<file path="config.mk">
export PLATFORM = sky130hd
export DESIGN_NAME = http_response_head_parser_top
export DESIGN_NICKNAME = d
export VERILOG_FILES = /design/src/hdl/hrhp_pkg.sv /design/src/hdl/hrhp_core.sv /design/src/hdl/http_response_head_parser_top.sv
export SDC_FILE = /design/constraint.sdc
export NUM_CORES = 1
export LEC_CHECK = 0
export BUFFER_PORTS_ARGS = -buffer_cell sky130_fd_sc_hd__buf_2
export CORE_MARGIN = 5
export CORE_UTILIZATION = 55
export CTS_CLUSTER_SIZE = 16
export DETAILED_ROUTE_END_ITERATION = 10
export PLACE_DENSITY_LB_ADDON = 0.2
export SETUP_SLACK_MARGIN = 0.05
export SYNTH_ARGS = -nofsm -noshare
export SYNTH_HDL_FRONTEND = slang
export SYNTH_SLANG_ARGS = --single-unit
</file>
<file path="constraint.sdc">
create_clock -name clock -period 4.8 [get_ports clock]
set_input_delay 0.48 -clock clock [delete_from_list [all_inputs] [get_ports clock]]
set_output_delay 0.48 -clock clock [all_outputs]
set_load 0.02 [all_outputs]
</file>
<file path="src/hdl/hrhp_pkg.sv">
// hrhp_pkg: types, codes and helper functions of the http response head parser
// used by hrhp_core and http_response_head_parser_top, depends on nothing
package hrhp_pkg;

   // width of the status code accumulator
   localparam int CODE_WIDTH = 32;
   // width of the status code field on the result channel
   localparam int CODE_OUT_WIDTH = 32;
   // line position counter saturates here
   localparam logic [3:0] POS_MAX = 4'd15;
   localparam logic [3:0] POS_VERSION = 4'd8;
   localparam logic [3:0] POS_CODE = 4'd9;

   // characters
   localparam logic [7:0] CH_LF = 8'h0a;
   localparam logic [7:0] CH_CR = 8'h0d;
   localparam logic [7:0] CH_TAB = 8'h09;
   localparam logic [7:0] CH_SPACE = 8'h20;
   localparam logic [7:0] CH_ZERO = 8'h30;
   localparam logic [7:0] CH_NINE = 8'h39;

   // error codes
   localparam logic [1:0] ERR_NONE = 2'd0;
   localparam logic [1:0] ERR_VERSION = 2'd1;
   localparam logic [1:0] ERR_MALFORMED = 2'd2;
   localparam logic [1:0] ERR_OVERFLOW = 2'd3;

   // status classes
   localparam logic [1:0] CLASS_OTHER = 2'd0;
   localparam logic [1:0] CLASS_SUCCESS = 2'd1;
   localparam logic [1:0] CLASS_REDIRECT = 2'd2;

   typedef enum logic [1:0] {
      PH_STATUS = 2'd0,
      PH_HEADERS = 2'd1,
      PH_BODY = 2'd2,
      PH_FAILED = 2'd3
   } phase_type;

   // how the digit run of the status code ended
   typedef enum logic [1:0] {
      TERM_SCAN = 2'd0,
      TERM_SPACE = 2'd1,
      TERM_BAD = 2'd2
   } term_type;

   typedef struct packed {
      logic [7:0] data_byte;
      logic       new_response;
   } req_type;

   typedef struct packed {
      logic [1:0]                phase;
      logic                      body_valid;
      logic [7:0]                body_out;
      logic                      status_done;
      logic [CODE_OUT_WIDTH-1:0] status_code;
      logic [1:0]                status_class;
      logic                      headers_done;
      logic                      redirect_seen;
      logic [1:0]                error;
   } rsp_type;

   // byte at a prefix position matches HTTP/1.0 or HTTP/1.1
   function automatic logic prefix_match(input logic [2:0] pos, input logic [7:0] b);
      logic hit;
      begin
         case (pos)
            3'd0: hit = (b == 8'h48);
            3'd1: hit = (b == 8'h54);
            3'd2: hit = (b == 8'h54);
            3'd3: hit = (b == 8'h50);
            3'd4: hit = (b == 8'h2f);
            3'd5: hit = (b == 8'h31);
            3'd6: hit = (b == 8'h2e);
            default: hit = (b == 8'h30) || (b == 8'h31);
         endcase
         return hit;
      end
   endfunction

   // space or any of tab, lf, vt, ff, cr
   function automatic logic is_blank(input logic [7:0] b);
      return (b == CH_SPACE) || ((b >= CH_TAB) && (b <= CH_CR));
   endfunction

endpackage

</file>
<file path="src/hdl/hrhp_core.sv">
// hrhp_core: parser state and the single-pass decode of one byte
// depends on hrhp_pkg
module hrhp_core (
   input  logic             clock,
   input  logic             reset,
   input  logic             step,
   input  hrhp_pkg::req_type item,
   output hrhp_pkg::rsp_type result
);

   localparam int AW = hrhp_pkg::CODE_WIDTH;

   hrhp_pkg::phase_type phase_ff, phase_in, cur_phase;
   logic [3:0]          pos_ff, pos_in, cur_pos;
   logic                prefix_ok_ff, prefix_ok_in, cur_prefix_ok;
   logic [AW-1:0]       acc_ff, acc_in, cur_acc;
   logic                digits_ff, digits_in, cur_digits;
   hrhp_pkg::term_type  term_ff, term_in, cur_term;
   logic                ovf_ff, ovf_in, cur_ovf;
   logic                starts_cr_ff, starts_cr_in, cur_starts_cr;
   logic [1:0]          class_ff, class_in, cur_class;

   logic [7:0]    b;
   logic [AW+3:0] acc_x10;
   logic [3:0]    digit;
   logic [1:0]    err;
   logic [63:0]   acc_ext;

   // error of a judged status line, bad prefix first, then malformed, then overflow
   function automatic logic [1:0] judge(input logic pok, input logic [3:0] pos,
                                        input hrhp_pkg::term_type term, input logic ovf);
      logic [1:0] e;
      begin
         if (!pok || (pos < hrhp_pkg::POS_VERSION))
            e = hrhp_pkg::ERR_VERSION;
         else if (term != hrhp_pkg::TERM_SPACE)
            e = hrhp_pkg::ERR_MALFORMED;
         else if (ovf)
            e = hrhp_pkg::ERR_OVERFLOW;
         else
            e = hrhp_pkg::ERR_NONE;
         return e;
      end
   endfunction

   // state seen by this byte, with a restart applied first
   always_comb begin
      if (item.new_response) begin
         cur_phase = hrhp_pkg::PH_STATUS;
         cur_pos = '0;
         cur_prefix_ok = 1'b1;
         cur_acc = '0;
         cur_digits = 1'b0;
         cur_term = hrhp_pkg::TERM_SCAN;
         cur_ovf = 1'b0;
         cur_starts_cr = 1'b0;
         cur_class = hrhp_pkg::CLASS_OTHER;
      end else begin
         cur_phase = phase_ff;
         cur_pos = pos_ff;
         cur_prefix_ok = prefix_ok_ff;
         cur_acc = acc_ff;
         cur_digits = digits_ff;
         cur_term = term_ff;
         cur_ovf = ovf_ff;
         cur_starts_cr = starts_cr_ff;
         cur_class = class_ff;
      end
   end

   // acc * 10 + digit, with four guard bits for the overflow test
   assign b = item.data_byte;
   assign digit = 4'(b - hrhp_pkg::CH_ZERO);
   assign acc_x10 = ({4'b0, cur_acc} << 3) + ({4'b0, cur_acc} << 1) + (AW+4)'(digit);

   // next state and result of this byte
   always_comb begin
      phase_in = cur_phase;
      pos_in = cur_pos;
      prefix_ok_in = cur_prefix_ok;
      acc_in = cur_acc;
      digits_in = cur_digits;
      term_in = cur_term;
      ovf_in = cur_ovf;
      starts_cr_in = cur_starts_cr;
      class_in = cur_class;
      result = '0;
      err = hrhp_pkg::ERR_NONE;

      unique case (cur_phase)
         hrhp_pkg::PH_STATUS: begin
            if (b == hrhp_pkg::CH_LF) begin
               result.status_done = 1'b1;
               err = judge(cur_prefix_ok, cur_pos, cur_term, cur_ovf);
               if (err != hrhp_pkg::ERR_NONE) begin
                  phase_in = hrhp_pkg::PH_FAILED;
               end else begin
                  // the value of the code picks the class: 200 to 299 success, 300 to 399 redirect
                  if ((cur_acc >= AW'(200)) && (cur_acc <= AW'(299)))
                     class_in = hrhp_pkg::CLASS_SUCCESS;
                  else if ((cur_acc >= AW'(300)) && (cur_acc <= AW'(399)))
                     class_in = hrhp_pkg::CLASS_REDIRECT;
                  else
                     class_in = hrhp_pkg::CLASS_OTHER;
                  phase_in = hrhp_pkg::PH_HEADERS;
                  pos_in = '0;
                  starts_cr_in = 1'b0;
               end
            end else begin
               if (cur_pos < hrhp_pkg::POS_VERSION) begin
                  if (!hrhp_pkg::prefix_match(cur_pos[2:0], b))
                     prefix_ok_in = 1'b0;
               end else if ((cur_pos >= hrhp_pkg::POS_CODE) &&
                            (cur_term == hrhp_pkg::TERM_SCAN)) begin
                  if ((b >= hrhp_pkg::CH_ZERO) && (b <= hrhp_pkg::CH_NINE)) begin
                     // saturate once the code no longer fits
                     if (cur_ovf || (acc_x10[AW+3:AW] != 4'd0)) begin
                        ovf_in = 1'b1;
                        acc_in = '1;
                     end else begin
                        acc_in = acc_x10[AW-1:0];
                     end
                     digits_in = 1'b1;
                  end else if (!cur_digits) begin
                     if (!hrhp_pkg::is_blank(b))
                        term_in = hrhp_pkg::TERM_BAD;
                  end else begin
                     term_in = (b == hrhp_pkg::CH_SPACE) ? hrhp_pkg::TERM_SPACE
                                                         : hrhp_pkg::TERM_BAD;
                  end
               end
               if (cur_pos < hrhp_pkg::POS_MAX)
                  pos_in = cur_pos + 4'd1;
            end
         end
         hrhp_pkg::PH_HEADERS: begin
            if (b == hrhp_pkg::CH_LF) begin
               // a line that opens with cr ends the head
               if ((cur_pos != 4'd0) && cur_starts_cr) begin
                  phase_in = hrhp_pkg::PH_BODY;
                  result.headers_done = 1'b1;
                  result.redirect_seen = (cur_class == hrhp_pkg::CLASS_REDIRECT);
               end
               pos_in = '0;
               starts_cr_in = 1'b0;
            end else begin
               if (cur_pos == 4'd0)
                  starts_cr_in = (b == hrhp_pkg::CH_CR);
               if (cur_pos < hrhp_pkg::POS_MAX)
                  pos_in = cur_pos + 4'd1;
            end
         end
         hrhp_pkg::PH_BODY: begin
            if (cur_class != hrhp_pkg::CLASS_REDIRECT) begin
               result.body_valid = 1'b1;
               result.body_out = b;
            end
         end
         hrhp_pkg::PH_FAILED: begin
         end
         default: begin
         end
      endcase

      // failed phase keeps reporting its error
      if (phase_in == hrhp_pkg::PH_FAILED)
         err = judge(prefix_ok_in, pos_in, term_in, ovf_in);

      result.phase = 2'(phase_in);
      result.error = err;
      if ((phase_in == hrhp_pkg::PH_HEADERS) || (phase_in == hrhp_pkg::PH_BODY)) begin
         result.status_code = acc_ext[hrhp_pkg::CODE_OUT_WIDTH-1:0];
         result.status_class = class_in;
      end
   end

   assign acc_ext = 64'(acc_in);

   // state registers
   always_ff @(posedge clock) begin
      if (reset) begin
         phase_ff <= hrhp_pkg::PH_STATUS;
         pos_ff <= '0;
         prefix_ok_ff <= 1'b1;
         acc_ff <= '0;
         digits_ff <= 1'b0;
         term_ff <= hrhp_pkg::TERM_SCAN;
         ovf_ff <= 1'b0;
         starts_cr_ff <= 1'b0;
         class_ff <= hrhp_pkg::CLASS_OTHER;
      end else if (step) begin
         phase_ff <= phase_in;
         pos_ff <= pos_in;
         prefix_ok_ff <= prefix_ok_in;
         acc_ff <= acc_in;
         digits_ff <= digits_in;
         term_ff <= term_in;
         ovf_ff <= ovf_in;
         starts_cr_ff <= starts_cr_in;
         class_ff <= class_in;
      end
   end

endmodule

</file>
<file path="src/hdl/http_response_head_parser_top.sv">
// http_response_head_parser_top: input register, result register and parser core
// depends on hrhp_pkg and hrhp_core
//
// Takes one response byte per item and returns one result item per byte, in order.
// A new item is accepted every cycle while results are taken; each item passes an
// input register, is decoded by the parser core against the current parse state,
// and lands in the result register. The rate of one item per cycle is set by the
// core updating its parse state once per item. Raise new_response with the first
// byte of a response to restart at the status line.
module http_response_head_parser_top (
   input  logic              clock,
   input  logic              reset,
   input  logic              req_valid,
   output logic              req_stall,
   input  hrhp_pkg::req_type req_data,
   output logic              rsp_valid,
   input  logic              rsp_stall,
   output hrhp_pkg::rsp_type rsp_data
);

   logic              s1_valid_ff, s1_valid_in;
   hrhp_pkg::req_type s1_data_ff, s1_data_in;
   logic              out_valid_ff, out_valid_in;
   hrhp_pkg::rsp_type out_data_ff, out_data_in;
   hrhp_pkg::rsp_type core_result;
   logic              advance;
   logic              req_accept;
   logic              rsp_accept;

   // handshake
   assign advance = s1_valid_ff && (!out_valid_ff || !rsp_stall);
   assign req_stall = s1_valid_ff && !advance;
   assign req_accept = req_valid && !req_stall;
   assign rsp_accept = out_valid_ff && !rsp_stall;

   // parser core
   hrhp_core u_core (
      .clock  (clock),
      .reset  (reset),
      .step   (advance),
      .item   (s1_data_ff),
      .result (core_result)
   );

   // next values of both stages
   always_comb begin
      s1_valid_in = s1_valid_ff;
      if (req_accept)
         s1_valid_in = 1'b1;
      else if (advance)
         s1_valid_in = 1'b0;
      s1_data_in = req_accept ? req_data : s1_data_ff;

      out_valid_in = out_valid_ff;
      if (advance)
         out_valid_in = 1'b1;
      else if (rsp_accept)
         out_valid_in = 1'b0;
      out_data_in = advance ? core_result : out_data_ff;
   end

   // stage valid bits
   always_ff @(posedge clock) begin
      if (reset) begin
         s1_valid_ff <= 1'b0;
         out_valid_ff <= 1'b0;
      end else begin
         s1_valid_ff <= s1_valid_in;
         out_valid_ff <= out_valid_in;
      end
   end

   // stage payloads
   always_ff @(posedge clock) begin
      s1_data_ff <= s1_data_in;
      out_data_ff <= out_data_in;
   end

   assign rsp_valid = out_valid_ff;
   assign rsp_data = out_data_ff;

   // input stage only holds off when a decoded item cannot move on
   a_stall_needs_item: assert property (@(posedge clock) disable iff (reset)
      req_stall |-> (s1_valid_ff && out_valid_ff && rsp_stall))
      else $error("req_stall without a blocked item");

   // body bytes only in the body phase
   a_body_phase: assert property (@(posedge clock) disable iff (reset)
      (rsp_valid && rsp_data.body_valid) |-> (rsp_data.phase == 2'(hrhp_pkg::PH_BODY)))
      else $error("body byte outside body phase");

   // redirect is reported only as the head ends
   a_redirect_with_end: assert property (@(posedge clock) disable iff (reset)
      (rsp_valid && rsp_data.redirect_seen) |-> rsp_data.headers_done)
      else $error("redirect_seen without headers_done");

   // an error shows only when judged or while failed
   a_error_phase: assert property (@(posedge clock) disable iff (reset)
      (rsp_valid && (rsp_data.error != hrhp_pkg::ERR_NONE)) |->
      (rsp_data.phase == 2'(hrhp_pkg::PH_FAILED)))
      else $error("error reported outside failed phase");

   // a decoded item always reaches the result register
   a_item_moves: assert property (@(posedge clock) disable iff (reset)
      advance |=> out_valid_ff)
      else $error("decoded item lost");

endmodule

</file>
==> impl_summary.md <==
GRT
The pin count of the biggest net entering global routing is 42. The number of antenna violations at the first check in global routing is 0. The via count of the first global-routing pass is ~6200.

For this run, the total global-route usage over all layers was measured as 0.243. The remaining global-route overflow is 0. The first global-routing pass estimated 32300 um of wire.

Clocking
In this run the clock root is driven by a clkbuf_16. The number of levels in the clock H-tree is 3. In this run the deepest clock path goes through 2 buffers. After clock tree synthesis, the flow added hold-fix buffers numbering 0. The clock transition at the registers of the reported paths is around 0.070 ns. TritonCTS built the clock tree.

The clock insertion delay at the later pin of the skew report is about 0.36 ns. The number of gates resized after CTS was 0. The count of buffers added by post-CTS timing repair for setup is 0. Clock tree synthesis found a total of around 110 sinks. The total clock buffers created by CTS is 9.

Critical path
The register-to-register path setup slack is approximately 0.5 ns. STA classifies the critical path endpoint as a flop. The worst setup path is launched from a flop. The maximum fanout encountered on the critical timing path is 36. The number of cell instances on the worst register-to-register path is 14. The required time at the worst-slack endpoint is between 4 and 5 ns. The startpoint identified for the worst register-to-register timing path is s1_data_ff[0]. The endpoint identified for the worst register-to-register timing path is rsp_data[7].

The cell family with the largest share of critical-path delay is compound AO/OA/AOI/OAI gates. The biggest cell delay along the critical path is 0.43 ns. The critical path goes through buf_4, nor2b_1, ha_1, ha_1, a21oi_1, a21boi_0, a311oi_1, nand2b_1, nand4_1, mux2i_1, nand4_2, buf_4, o21ai_0, nor2_1. The slowest library cell on the worst path is nor2b_1. The number of buffers and inverters on the critical path is 2.

The arrival time at the worst endpoint is approximately 4.4 ns. The startpoint-to-endpoint class of the critical path is reg -> reg.

Final layout
Fill cells in the final layout number 1238. The net count of the finished layout is roughly 1000. Relative to the synthesized area, the layout overhead comes to 9.10%. Once layout is complete, the utilization of the core stands at 0.613. 0 antenna diodes ended up in the layout.

Of the cells placed in the final design, the portion with a size suffix greater than 1 is 0.150.

Logic synthesis
By area the synthesized netlist is led by edfxtp_1, dfxtp_1, ha_1. The area share of and/or/nand/nor cells after synthesis is 0.205. The share of synthesized area spent on multiplexers is 0.00256. The cell area that synthesis handed to floorplanning was 7830 sq um. The dominant synthesized flop cell is edfxtp_1.

The xor/xnor share of the synthesized area is 0.0357. The largest family of logic cells by synthesized area is compound AO/OA/AOI/OAI gates. The synthesized-area fraction occupied by ao, oa, aoi and oai cells is 0.247. The adder and majority gate portion of the synthesized area is 0.114.

The leading area contributor after synthesis is edfxtp_1. The number of synthesized register bits is between 100 and 150. Of all flip-flops after synthesis, the portion carrying an async set or reset was 0.

The commonest cells after synthesis are a21oi_1, nor2_1, nand2_1. The number of enable flip-flop cells after synthesis is 59. The number of distinct standard cells referenced by the synthesized netlist is 83. The synthesized area divided by synthesized cell count is approximately 8.8 sq um. The post-synthesis net count is just under 1000.

For this run, the number of Yosys warnings is 0. For this run, the register share of the synthesized area comes to 0.349. The most frequent cell after synthesis is a21oi_1.

The top cell type's share of synthesized area is 0.226. The number of instances in the synthesized netlist is slightly below 900.

Timing
The relative max-transition margin is 0.428. The share of the clock period used by the worst path is 0.897. The number of max-slew violations in the final report is 0. The routed design could run at a clock period as short as 4.30 ns. The worst clock skew is between 0.006 and 0.007 ns. Setup violations remaining at the end of the flow were counted as 0. The final sum of negative setup slack is 0 ns. The final worst slack is roughly 0.50 ns.

The slew at the pin with the worst max-slew slack is 0.857 ns. The total count of hold-check failures in the final report came to 0. Setup repair after global routing left no endpoint under its margin. The maximum clock rate is approximately 230 MHz.

Drt
The detailed-route DRC error count is 0. Summing over every cut layer, the via total after detailed routing is around 6900. The first routing iteration left 544 violations. The detail-routed via count per cell is 6.27.

The total routed wirelength is 20600 um. The first-pass iteration count of the detailed router is 5. Once detail routing completed, the nets flagged for antenna violations numbered 0. In the final routed layout, each cell accounts on average for 18.6 um.

Worst hold path
The capture endpoint of the worst hold path is s1_data_ff[7]. The number of cells traversed by the worst hold path is 1. In this run the most critical hold path is launched from req_data[7]. The worst hold path class is in -> reg.

Power
The ratio of total power to cell area is between 200 and 250 nW/um^2. The completed layout was analyzed and its total power is 1.96 mW. The leakage dissipation is around 3.5 nW.

The worst-case vdd ir drop is around 0.00032 V.

Die
Row generation in the floorplan step produced 43 rows. The die covers ~17000 sq um. Measured along the y axis, the die boundary spans about 130 um. The die is 129 um wide.

The starting utilization of the core area is 0.562. The top-level I/O count is 65. The region available for standard cell placement spans between 10000 and 15000 sq um.

Placed design
The number of I/O port buffers is 64. At the placement stage, the worst setup path has a slack of ~0.55 ns. The final weighted congestion in routability-driven placement is 0.973. The wire-length estimate of the detail-placed layout is ~15000 um.

Status
The flow ran to the end, and the final reports show no timing, DRC or antenna violations.

Flow run
The tool flagged a number of max-cap violations equal to 0.
## cells in the final DEF (no fill, tap or decap), types with 8 or more instances in the layout
master     count
nand4_1        8
a31oi_1       11
nand3_1       22
buf_2         64
xor2_1        11
o221ai_2      19
and3_1        13
nor4_1        11
inv_1         20
nor2b_1       37
nor3_1        18
o21ai_0       53
buf_4         16
a21oi_1       89
o22ai_1       21
a21o_1        15
ha_1          70
o21ai_1        8
and4_1         8
clkbuf_16      9
dfxtp_1       48
nor2_1        76
xnor2_1       19
nand2_1       75
edfxtp_1      59
and2_1        13
## logic make-up after synthesis
| family | count (synthesis) |
|---|---|
| simple gates | 312 |
| compound gates | 282 |
| flops | 107 |
| buf+inv | 80 |
| fa+ha+maj | 71 |
| xor+xnor | 31 |
| mux | 2 |
## per-layer routing
| layer | vias up | global-route usage | routed length (um) |
|---|---|---|---|
| met4 | 0 | 0.0562 | 287 |
| met5 | - | 0 | 0 |
| li1 | 3375 | - | - |
| met2 | 254 | 0.377 | 9290 |
| met3 | 26 | 0.0453 | 1360 |
| met1 | 3256 | 0.353 | 9630 |
## worst register-to-register path, cell delays in order (launching register included)
cell and delay, ns:
edfxtp_1 0.39, buf_4 0.25, nor2b_1 0.44, ha_1 0.33, ha_1 0.43, a21oi_1 0.27
a21boi_0 0.12, a311oi_1 0.42, nand2b_1 0.17, nand4_1 0.08, mux2i_1 0.25, nand4_2 0.24
buf_4 0.34, o21ai_0 0.24, nor2_1 0.06
## power by group
| group | total (mW) | leakage [nW] | internal (mW) | switching (mW) |
|---|---|---|---|---|
| Combinational | 0.143 | 2.40 | 0.0415 | 0.102 |
| Clock | 0.809 | 0.148 | 0.460 | 0.349 |
| Sequential | 1.01 | 0.957 | 0.990 | 0.0191 |
| Total | 1.96 | 3.51 | 1.49 | 0.470 |
## state kept, by name, summed over array words and instances (netlist names)
register             count
s1_valid_ff              1
u_core.prefix_ok_ff      1
u_core.pos_ff            4
u_core.digits_ff         1
rsp_valid                1
u_core.class_ff          2
u_core.term_ff           2
u_core.ovf_ff            1
u_core.acc_ff           32
u_core.starts_cr_ff      1
rsp_data                50
s1_data_ff               9
u_core.phase_ff          2
## worst max path at each step
stage / start / to / slack [ns] / cells past startpoint
floorplan: s1_data_ff[0] / rsp_data[29] / 1.01 / 15
global placement: s1_data_ff[0] / rsp_data[7] / 0.56 / 14
detailed placement: s1_data_ff[0] / rsp_data[21] / 0.55 / 14
CTS: s1_data_ff[0] / rsp_data[7] / 0.54 / 14
global route: s1_data_ff[0] / rsp_data[21] / 0.13 / 14
finish: s1_data_ff[0] / rsp_data[7] / 0.50 / 14
## metrics by stage
stage / instance area [sq um] / hold slack (ns) / std cells
2_1_floorplan: 7830 / 0.427 / 885
3_3_place_gp: 8210 / 0.438 / 1087
3_5_place_dp: 8210 / 0.442 / 1087
5_1_grt: 8540 / 0.280 / 1103
4_1_cts: 8540 / 0.284 / 1103
6_report: 8540 / 0.291 / 1103
## final cells by class
class	instances	area (sq um)	area share
tap	180	225	0.0264
clock inverter	7	100	0.0117
clock buffer	9	225	0.0264
timing repair buffer	80	440	0.0516
inverter	22	83.8	0.00982
sequential	107	2730	0.320
multi-input combinational	698	4730	0.554
No activity file was read; power rests on OpenSTA's default activity.
